--- src/hdl/rrtt_pkg.sv ---
// ----------------------------------------------------------------------------
// rrtt_pkg
// Shared constants, codes and controller/datapath interface types for the
// round-robin thread table.
// ----------------------------------------------------------------------------
package rrtt_pkg;

  localparam int THREAD_SLOTS_DEF = 128;
  localparam int ID_W             = 32;
  localparam int SLOT_FIELD_W     = 7;
  localparam int COUNT_FIELD_W    = 8;

  localparam logic [ID_W-1:0] MAIN_ID  = '0;
  localparam logic [ID_W-1:0] FIRST_ID = ID_W'(1);

  // slot states
  localparam logic [2:0] ST_FREE    = 3'd0;
  localparam logic [2:0] ST_READY   = 3'd1;
  localparam logic [2:0] ST_RUNNING = 3'd2;
  localparam logic [2:0] ST_EXITED  = 3'd3;
  localparam logic [2:0] ST_BLOCKED = 3'd4;

  // commands
  localparam logic [1:0] CMD_TICK   = 2'd0;
  localparam logic [1:0] CMD_CREATE = 2'd1;
  localparam logic [1:0] CMD_EXIT   = 2'd2;
  localparam logic [1:0] CMD_JOIN   = 2'd3;

  typedef enum logic [2:0] {
    A_ZERO,
    A_ACTIVE,
    A_TARGET,
    A_JOINER,
    A_SCAN,
    A_HIT
  } addr_sel_e;

  typedef enum logic [2:0] {
    WR_NONE,
    WR_MAIN,
    WR_NEW,
    WR_EXIT,
    WR_WAKE,
    WR_BLOCK,
    WR_JOIN
  } wr_op_e;

  typedef enum logic {
    SCAN_FREE,
    SCAN_READY
  } scan_mode_e;

  typedef struct packed {
    logic       load_tgt;
    logic       clear_res;
    addr_sel_e  addr_sel;
    wr_op_e     wr_op;
    scan_mode_e scan_mode;
    logic       scan_init;
    logic       scan_step;
    logic       set_refused;
    logic       take_hit;
    logic       latch_tid;
  } dp_cmd_t;

  typedef struct packed {
    logic full;
    logic empty;
    logic tgt_ok;
    logic rd_dead;
    logic rd_runnable;
    logic rd_blocked;
    logic rd_jv;
    logic hit;
    logic miss;
  } dp_stat_t;

endpackage

--- src/hdl/rrtt_ctrl.sv ---
// ----------------------------------------------------------------------------
// rrtt_ctrl
// Command sequencer: runs each command's memory accesses, the free-slot scan
// and the round-robin scan, then strobes the result.
// ----------------------------------------------------------------------------
module rrtt_ctrl (
  input  logic               clk_i,
  input  logic               rst_ni,
  input  logic               start,
  input  logic [1:0]         command_i,
  output logic               busy,
  output logic               done_o,
  output rrtt_pkg::dp_cmd_t  cmd_o,
  input  rrtt_pkg::dp_stat_t stat_i
);
  import rrtt_pkg::*;

  localparam logic [3:0] S_IDLE     = 4'd0;
  localparam logic [3:0] S_DISPATCH = 4'd1;
  localparam logic [3:0] S_FS_INIT  = 4'd2;
  localparam logic [3:0] S_FS_RUN   = 4'd3;
  localparam logic [3:0] S_EX_CHK   = 4'd4;
  localparam logic [3:0] S_WK_RD    = 4'd5;
  localparam logic [3:0] S_WK_CHK   = 4'd6;
  localparam logic [3:0] S_JN_CHKT  = 4'd7;
  localparam logic [3:0] S_JN_CHKA  = 4'd8;
  localparam logic [3:0] S_JN_WRT   = 4'd9;
  localparam logic [3:0] S_RS_INIT  = 4'd10;
  localparam logic [3:0] S_RS_RUN   = 4'd11;
  localparam logic [3:0] S_ACT_RD   = 4'd12;
  localparam logic [3:0] S_ACT_CHK  = 4'd13;
  localparam logic [3:0] S_DONE     = 4'd14;

  logic [3:0] state_q, state_d;
  logic [1:0] cmd_q;
  logic       accept;

  assign busy   = (state_q != S_IDLE) && (state_q != S_DONE);
  assign done_o = (state_q == S_DONE);
  assign accept = start && !busy;

  always_comb begin
    state_d = state_q;
    cmd_o   = '0;
    case (state_q)
      S_IDLE, S_DONE: begin
        if (accept) begin
          cmd_o.load_tgt  = 1'b1;
          cmd_o.clear_res = 1'b1;
          state_d = S_DISPATCH;
        end else begin
          state_d = S_IDLE;
        end
      end
      S_DISPATCH: begin
        case (cmd_q)
          CMD_CREATE: begin
            if (stat_i.full) begin
              cmd_o.set_refused = 1'b1;
              state_d = S_RS_INIT;
            end else begin
              // set up main in slot 0 when the table is empty
              if (stat_i.empty) begin
                cmd_o.addr_sel = A_ZERO;
                cmd_o.wr_op    = WR_MAIN;
              end
              state_d = S_FS_INIT;
            end
          end
          CMD_EXIT: begin
            cmd_o.addr_sel = A_ACTIVE;
            state_d = S_EX_CHK;
          end
          CMD_JOIN: begin
            if (stat_i.tgt_ok) begin
              cmd_o.addr_sel = A_TARGET;
              state_d = S_JN_CHKT;
            end else begin
              state_d = S_RS_INIT;
            end
          end
          CMD_TICK: state_d = S_RS_INIT;
          default:  state_d = S_RS_INIT;
        endcase
      end
      S_FS_INIT: begin
        cmd_o.scan_init = 1'b1;
        cmd_o.scan_mode = SCAN_FREE;
        state_d = S_FS_RUN;
      end
      S_FS_RUN: begin
        cmd_o.scan_mode = SCAN_FREE;
        if (stat_i.hit) begin
          cmd_o.addr_sel = A_HIT;
          cmd_o.wr_op    = WR_NEW;
          state_d = S_RS_INIT;
        end else if (stat_i.miss) begin
          cmd_o.set_refused = 1'b1;
          state_d = S_RS_INIT;
        end else begin
          cmd_o.addr_sel  = A_SCAN;
          cmd_o.scan_step = 1'b1;
        end
      end
      S_EX_CHK: begin
        state_d = S_RS_INIT;
        if (!stat_i.rd_dead) begin
          cmd_o.addr_sel = A_ACTIVE;
          cmd_o.wr_op    = WR_EXIT;
          if (stat_i.rd_jv) state_d = S_WK_RD;
        end
      end
      S_WK_RD: begin
        cmd_o.addr_sel = A_JOINER;
        state_d = S_WK_CHK;
      end
      S_WK_CHK: begin
        // restore the joiner only while it is still blocked
        if (stat_i.rd_blocked) begin
          cmd_o.addr_sel = A_JOINER;
          cmd_o.wr_op    = WR_WAKE;
        end
        state_d = S_RS_INIT;
      end
      S_JN_CHKT: begin
        cmd_o.addr_sel = A_ACTIVE;
        state_d = (stat_i.rd_runnable && !stat_i.rd_jv) ? S_JN_CHKA : S_RS_INIT;
      end
      S_JN_CHKA: begin
        if (stat_i.rd_runnable) begin
          cmd_o.addr_sel = A_ACTIVE;
          cmd_o.wr_op    = WR_BLOCK;
          state_d = S_JN_WRT;
        end else begin
          state_d = S_RS_INIT;
        end
      end
      S_JN_WRT: begin
        cmd_o.addr_sel = A_TARGET;
        cmd_o.wr_op    = WR_JOIN;
        state_d = S_RS_INIT;
      end
      S_RS_INIT: begin
        cmd_o.scan_init = 1'b1;
        cmd_o.scan_mode = SCAN_READY;
        state_d = S_RS_RUN;
      end
      S_RS_RUN: begin
        cmd_o.scan_mode = SCAN_READY;
        if (stat_i.hit) begin
          cmd_o.take_hit = 1'b1;
          state_d = S_ACT_RD;
        end else if (stat_i.miss) begin
          state_d = S_ACT_RD;
        end else begin
          cmd_o.addr_sel  = A_SCAN;
          cmd_o.scan_step = 1'b1;
        end
      end
      S_ACT_RD: begin
        cmd_o.addr_sel = A_ACTIVE;
        state_d = S_ACT_CHK;
      end
      S_ACT_CHK: begin
        cmd_o.latch_tid = 1'b1;
        state_d = S_DONE;
      end
      default: state_d = S_IDLE;
    endcase
  end

  always_ff @(posedge clk_i or negedge rst_ni) begin
    if (!rst_ni) begin
      state_q <= S_IDLE;
      cmd_q   <= CMD_TICK;
    end else begin
      state_q <= state_d;
      if (accept) cmd_q <= command_i;
    end
  end

endmodule

--- config.mk ---
export PLATFORM = sky130hd
export DESIGN_NAME = rrtt_ctrl
export DESIGN_NICKNAME = d
export VERILOG_FILES = /design/src/hdl/rrtt_pkg.sv /design/src/hdl/rrtt_ctrl.sv
export SDC_FILE = /design/constraint.sdc
export NUM_CORES = 1
export LEC_CHECK = 0
export ABC_AREA = 1
export ABC_CLOCK_PERIOD_IN_PS = 2400
export BUFFER_PORTS_ARGS = -buffer_cell sky130_fd_sc_hd__buf_2
export CAP_MARGIN = 10
export CORE_MARGIN = 10
export CORE_UTILIZATION = 49
export DETAILED_ROUTE_END_ITERATION = 16
export MAX_ROUTING_LAYER = met4
export PLACE_DENSITY = 0.8
export REMOVE_ABC_BUFFERS = 1
export SYNTH_ARGS = -nofsm -noshare
export SYNTH_HDL_FRONTEND = slang
export SYNTH_SLANG_ARGS = --single-unit
--- constraint.sdc ---
create_clock -name clk_i -period 2.4 [get_ports clk_i]
set_input_delay 0.12 -clock clk_i [delete_from_list [all_inputs] [get_ports clk_i]]
set_output_delay 0.12 -clock clk_i [all_outputs]
set_load 0.01 [all_outputs]
Word-level counts from Yosys, hierarchy flattened
Cells that the tools add are included.
Widths: inputs -> output; s select.
{"block": "totals", "reg_bits": 6, "inputBits": 14, "output_inout_bits": 16}
{"block": "op_classes", "eq_ne": 20, "muxes": 42, "n_reduce_logical": 14}
{"op": "$pmux 4 s13", "count": 1}
{"op": "$mux 4", "count": 10}
{"op": "$eq 4x4->1 const B", "count": 7}
{"op": "$pmux 3 s9", "count": 1}
{"op": "$pmux 3 s6", "count": 1}
{"op": "$eq 4x3->1 const B", "count": 4}
{"op": "$pmux 4 s4", "count": 1}
{"op": "$mux 2", "count": 7}
{"op": "$mux 1", "count": 13}
{"op": "$mux 3", "count": 4}
{"op": "$reduce_or 2->1", "count": 5}
{"op": "$pmux 3 s3", "count": 1}
{"op": "$eq 4x2->1 const B", "count": 2}
{"op": "$ne 3x3->1 const B", "count": 2}
{"op": "$mux 5", "count": 1}
{"op": "$eq 2x2->1 const B", "count": 2}
{"op": "$eq 4x1->1 const B", "count": 1}
{"op": "$logic_not 4->1", "count": 1}
{"op": "$ne 4x4->1 const B", "count": 1}
{"op": "$pmux 1 s2", "count": 2}
{"op": "$reduce_bool 4->1", "count": 1}
{"op": "$logic_and 1x1->1", "count": 3}
{"op": "$eq 2x1->1 const B", "count": 1}
{"op": "$logic_not 1->1", "count": 2}
{"op": "2 further kinds", "count": 2}

Depth between registers and ports, before layout
Gate-level depths: netlist of the first run.
{"block": "logic_depth", "depth_word": 6, "depth_mapped": 9, "ltp_nobuf": 9}

Least setup slack after synthesis of the first run
Ideal clock, no wire load.
{"block": "synth_path", "path_kind": "reg2out", "start": "register state_q[2]", "end": "output port cmd_o[9] (netlist name)", "arrival_ns": 1.059, "required_ns": 2.280, "path_slack_ns": 1.221, "stages_incl_launch_ff": 7, "path_buffers": 0, "cell_sequence": "dfrtp_1 inv_2 nand2_1 nor2_1 nand2_1 o21a_2 nand4_1"}
{"item": "start: declaration", "line": "rrtt_ctrl.sv:34", "rtl": "logic [3:0] state_q, state_d;"}
{"item": "start signal: assignment", "line": "rrtt_ctrl.sv:177", "rtl": "state_q <= state_d;"}
{"item": "end: declaration", "line": "rrtt_ctrl.sv:13", "rtl": "output rrtt_pkg::dp_cmd_t cmd_o,"}

==> results of run 1 <==
[logic make-up after synthesis]
logic type	after synthesis	synth area share
buf+inv	25	0.158
flops	6	0.223
compound gates	13	0.134
simple gates	72	0.484
[cell type report]
cell class                      count  area (um2)
Fill cell                         138         448
Multi-Input combinational cell     85         415
Timing Repair Buffer               30         155
Sequential cell                     6         150
Inverter                           23        91.3
Clock buffer                        3        22.5
Tap cell                           15        18.8
[Yosys cell counts]
cell      number
nand2_1       28
inv_1         17
nor2_1        16
nand3_1       12
nand2_2        8
dfrtp_1        6
inv_2          5
nor2_2         4
o21ai_0        4
o21ai_1        3
buf_4          2
nand4_1        2
o21ai_2        2
clkinv_4       1
nand3b_1       1
nor3_1         1
o211ai_1       1
o21a_2         1
o22ai_2        1
o32ai_1        1
[worst max path at each step]
stage	to	slack, ns	cells after the start
final	cmd_o[9]	0.62	7
after global routing	cmd_o[9]	0.53	7
after CTS	cmd_o[9]	0.63	7
after detailed placement	cmd_o[9]	0.90	7
after global placement	cmd_o[9]	0.93	7
after floorplan	cmd_o[9]	1.22	6
[flip-flops by register name (all words and copies together), names as in the netlist]
name / flops
cmd_q: 2
state_q: 4
[where the power goes]
part	total, uW	internal [uW]	switching (uW)
clock network	98.7	56.9	41.8
logic	690	245	445
registers	208	153	55.1
total	997	455	542
[routing by layer]
| layer | part of all wire | wire length, um |
|---|---|---|
| met3 | 0.090 | 191 |
| met1 | 0.39 | 833 |
| met4 | 0.012 | 26 |
| met2 | 0.50 | 1070 |
| met5 | 0 | 0 |
[per-stage QoR]
step / cell area, um2 / setup WS, ns / power, uW / cells
floorplan: 657 / 1.22 / 684 / 114
global placement: 821 / 0.929 / 890 / 158
detailed placement: 821 / 0.900 / 899 / 158
CTS: 853 / 0.626 / 1000 / 162
global route: 853 / 0.533 / 1110 / 162
finish: 853 / 0.623 / 997 / 162
[repair_timing]
action | 4_1_cts | 5_1_grt
hold buffers | 1 | 0
endpoints found under the hold margin | 6 | 0
setup endpoints to repair | 0 | 0
[worst reg2reg max path, cell delays in order, from the launching register on]
cell and delay, ns:
dfrtp_1 0.47, inv_2 0.14, nand2_1 0.09, nor2_1 0.19, nand2_1 0.14, o21a_2 0.16, nand4_1 0.09
==> impl_metrics.toml, run 1 <==
[grt]
grt_pass1_vias = 851
globalRouteMet3Util = 0.0442
use_met2 = 0.243
grt_use_total = 0.139
use_met1 = 0.141
grt_max_degree = 7
grt_first_pass_wirelength_um = 3640
gr-total-overflow = 0
antenna_found_initial = 0
top_usage_layer = "met2"

[min_path]
hold_depth = 3
min_from = "command_i[1]"
min_path_type = "in -> reg"
min_to = "cmd_q[1]"

[placed_design]
io_buffers = 29
dp_hpwl_um = 1840
routabilityCongestion = 0.975

[detailed_routing]
ant_nets = 0
vias = 849
drc_errors = 0
first_iter_violations = 27
drt_wl_total_um = 2120
dr.pass1.iters = 4
via_per_inst = 5.24
wl_per_cell_um = 13.1

[sta]
tns_ns = 0
drv_slew = 0
timing.fmax_ghz = 0.563
clock_skew_ns = 0.00882
final-hold-violation-count = 0
rsz0062_at_grt = "false"
period_share = 0.740
slew_headroom = 0.818
min_period_ns = 1.78
setup_viol = 0
worst_pin_slew_ns = 0.272
hold_ws_ns = 0.0814

[layout]
most-common-layout-cells = "buf_2, nand2_1, inv_1, nor2_1, nand3_1"
nets = 163
drive_above_1_share = 0.367
area_growth_pct = 27.0
fin_util = 0.656
final_common_cell = "buf_2"
antenna_cells = 0

[clocking]
cts_setup_buffers = 0
clock-root-buffer = "clkbuf_4"
clkSinkCount = 6
cts_tree = "built"
clk_path_buf_depth = 2
htreeDepth = 1
cts_buffers = 3
path_clk_slew_ns = 0.05
worstSkewPairLatency_ns = 0.25
ctsResizeCount = 0

[logic_synthesis]
yosys.area.top_type = "dfrtp_1"
syn_area_um2 = 672
synth_cell_types = 20
ys_seq_area_frac = 0.223
synthDominantCellAreaShare = 0.223
syn_inst = 116
syn_avg_cell_area_um2 = 5.79
yosysWarnings = 0
netlist_top_cells_area = "dfrtp_1, nand2_1, inv_1"
ys_seq_elements = 6

[worst_setup_path]
r2r-end = "state_q[0]"
rr_startpoint = "state_q[2]"
r2r.worst_path.cells = 6
critPathKind = "reg -> out"
cp_top_family = "simple AND/OR/NAND/NOR gates"
crit_slowest_cell = "dfrtp_1"
ff2ff_setup_slack_ns = 1.04
start_kind = "flop"
crit_fanout = 6
end_kind = "primary output"
crit_path_max_incr_delay_ns = 0.47
path_cells = "inv_2, nand2_1, nor2_1, nand2_1, o21a_2, nand4_1, buf_2"
cp_data_arrival_time_ns = 1.66
crit_buf_inv = 2
worstPathRequired_ns = 2.28
crit_path_frequent_cell = "nand2_1"
startpoint = "state_q[2]"

[run_status]
outcome = "complete, no violations"

[die]
design.portCount = 30
start_util = 0.516
dieWidth_um = 57.0
die-height_um = 57.0
rows = 13
die_area_um2 = 3250
coreArea_um2 = 1300

[power]
pwr_density_cell_nw_per_um2 = 1170
power_leakage_uw = 0.000527
peakVddDrop_mv = 0.629

[job]
cap_violations = 0
(Power assumes the default switching activity.)
==> run 2, diff against run 1 <==
Settings changed: ABC_AREA 1 to 0, ABC_CLOCK_PERIOD_IN_PS 2400 to 1800, CORE_UTILIZATION 49 to 46, PLACE_DENSITY 0.8 to 0.74.
Clock period 2.4 ns to 1.8 ns, I/O delays scaled along.
==> impl_metrics.toml, run 2 <==
[clocking]
cts_buffers = 3
clock-root-buffer = "clkbuf_4"
cts_setup_buffers = 0
clkSinkCount = 6
clk_path_buf_depth = 2
worstSkewPairLatency_ns = 0.26
htreeDepth = 1
path_clk_slew_ns = 0.05
cts_tree = "built"

[logic_synthesis]
synthTopCellsByCount = "o21ai_0, inv_1, nor2_1"
synth_compound_area_frac = 0.319
syn_avg_cell_area_um2 = 7.47
synth_top_family_by_area = "compound AO/OA/AOI/OAI gates"
yosysWarnings = 0
post-synth-top-count-cell = "o21ai_0"
synthDominantCellAreaShare = 0.209
syn_area_um2 = 717
ys_seq_elements = 6
synth_cell_types = 40
synth_xor_area_frac = 0
ys_seq_area_frac = 0.209
synth.area.mux_share = 0.0419
yosys.area.top_type = "dfrtp_1"
synthSimpleGateAreaFrac = 0.319
yosys.area_share.adder = 0
syn_inst = 96
netlist_top_cells_area = "dfrtp_1, o21ai_0, nand2b_1"
async_flop_share = 1.00
synth_edf_count = 0
synth_top_flop_cell = "dfrtp_1"

[worst_setup_path]
cp_top_family = "simple AND/OR/NAND/NOR gates"
crit_slowest_cell = "or4b_1"
rr_startpoint = "state_q[1]"
crit_buf_inv = 1
critPathKind = "reg -> out"
crit_fanout = 7
path_cells = "or4b_1, o31a_1, a21o_1, o221ai_2, buf_2"
crit_path_max_incr_delay_ns = 0.50
worstPathRequired_ns = 1.71
cp_data_arrival_time_ns = 1.68
end_kind = "primary output"
ff2ff_setup_slack_ns = 0.19
r2r-end = "state_q[3]"
startpoint = "state_q[1]"
r2r.worst_path.cells = 4
start_kind = "flop"

[power]
p_clk_frac = 0.088
power_switching_uw = 744
p_comb_frac = 0.707
p_int_uw = 713
pwr-share-seq = 0.205
switching_share = 0.510
power_leakage_uw = 0.000433
peakVddDrop_mv = 0.801
pwr_density_cell_nw_per_um2 = 1580

[grt]
grt_first_pass_wirelength_um = 3730
grt_max_degree = 16
grt_use_total = 0.136
antenna_found_initial = 0
gr-total-overflow = 0
grt_pass1_vias = 825

[detailed_routing]
wl_per_cell_um = 16.2
drc_errors = 0
via_per_inst = 6.15
first_iter_violations = 55
ant_nets = 0
dr.pass1.iters = 4
drt_wl_total_um = 2300
vias = 873

[layout]
seqCellArea_um2 = 151
area_growth_pct = 28.8
fin_util = 0.620
antenna_cells = 0
most-common-layout-cells = "buf_2, o21ai_0, inv_1, nor2_1, nand2b_1"
fill_cells = 140
top_regs = "state_q x4, cmd_q x2"
regMostFlops = "state_q"
largest_reg_flops = 4
final_common_cell = "buf_2"
drive_above_1_share = 0.365
multi_input_area_um2 = 507
nets = 142

[sta]
final-hold-violation-count = 0
clock_skew_ns = 0.0109
rsz0062_at_grt = "true"
worst_pin_slew_ns = 0.414
fin_ws_ns = 0.0297
timing.fmax_ghz = 0.565
period_share = 0.983
slew_headroom = 0.722
drv_slew = 0
setup_viol = 0
min_period_ns = 1.77

[die]
start_util = 0.482
design.portCount = 30
dieWidth_um = 59.5
die_area_um2 = 3540
coreArea_um2 = 1490
rows = 14
die-height_um = 59.5

[placed_design]
dp_slack_ns = 0.236
routabilityCongestion = 0.927
io_buffers = 29
dp_hpwl_um = 1830

[run_status]
outcome = "complete, no violations"

[min_path]
hold_depth = 2
min_path_type = "in -> reg"
min_to = "cmd_q[1]"
min_from = "command_i[1]"

[job]
cap_violations = 0
[run 2: cell count changes after synthesis, sizes merged, moves of 4 or more]
cell,change
buf,+4
inv,-14
nand2,-31
nand2b,+6
nand3,-10
nor2,-13
[run 2: routing by layer]
metal  global-route usage  routed length [um]
met5                    -                   0
met4               0.0656                  51
met3               0.0279                 172
met2                0.202                1120
met1                0.169                 949
[run 2: final cells by class]
class | instances | area share
timing repair buffer | 35 | 0.209
sequential | 6 | 0.164
clock buffer | 3 | 0.0244
inverter | 8 | 0.0325
tap | 16 | 0.0217
multi-input combinational | 74 | 0.549
[run 2: power groups by stage]
stage,logic [uW],registers (uW),clock network [uW]
5_1_grt,1120,319,140
3_5_place_dp,991,297,0
6_report,1030,299,128
3_3_place_gp,987,290,0
4_1_cts,996,295,135
2_1_floorplan,552,361,0
[run 2: through the flow]
| step | total power (uW) | TNS [ns] | hold slack (ns) | cells | instance area, um2 |
|---|---|---|---|---|---|
| 3_3_place_gp | 1280 | 0 | -0.0845 | 138 | 871 |
| 2_1_floorplan | 913 | 0 | -0.206 | 88 | 668 |
| 6_report | 1460 | 0 | 0.0603 | 142 | 923 |
| 5_1_grt | 1580 | -0.0663 | 0.0650 | 142 | 923 |
| 3_5_place_dp | 1290 | 0 | -0.0814 | 138 | 871 |
| 4_1_cts | 1430 | 0 | 0.0522 | 142 | 903 |
[run 2: logic make-up (layout without fill, tap and decap cells)]
group,count (synthesis),count (layout)
compound gates,33,33
buf+inv,16,46
flops,6,6
mux,2,2
simple gates,39,39
[run 2: repair_timing]
action,CTS,global route
endpoints found under the hold margin,6,0
gates resized for setup,0,4
setup endpoints to repair,1,3
pin swaps,1,0
hold buffers,1,0
[run 2: worst max-delay path by stage]
stage,end,slack (ns),cells past startpoint
6_report,cmd_o[9],0.03,5
5_1_grt,cmd_o[6],-0.04,4
4_1_cts,cmd_o[9],0.003,5
3_5_place_dp,state_q[3],0.24,4
3_3_place_gp,cmd_q[1],0.29,4
2_1_floorplan,cmd_q[0],0.17,4
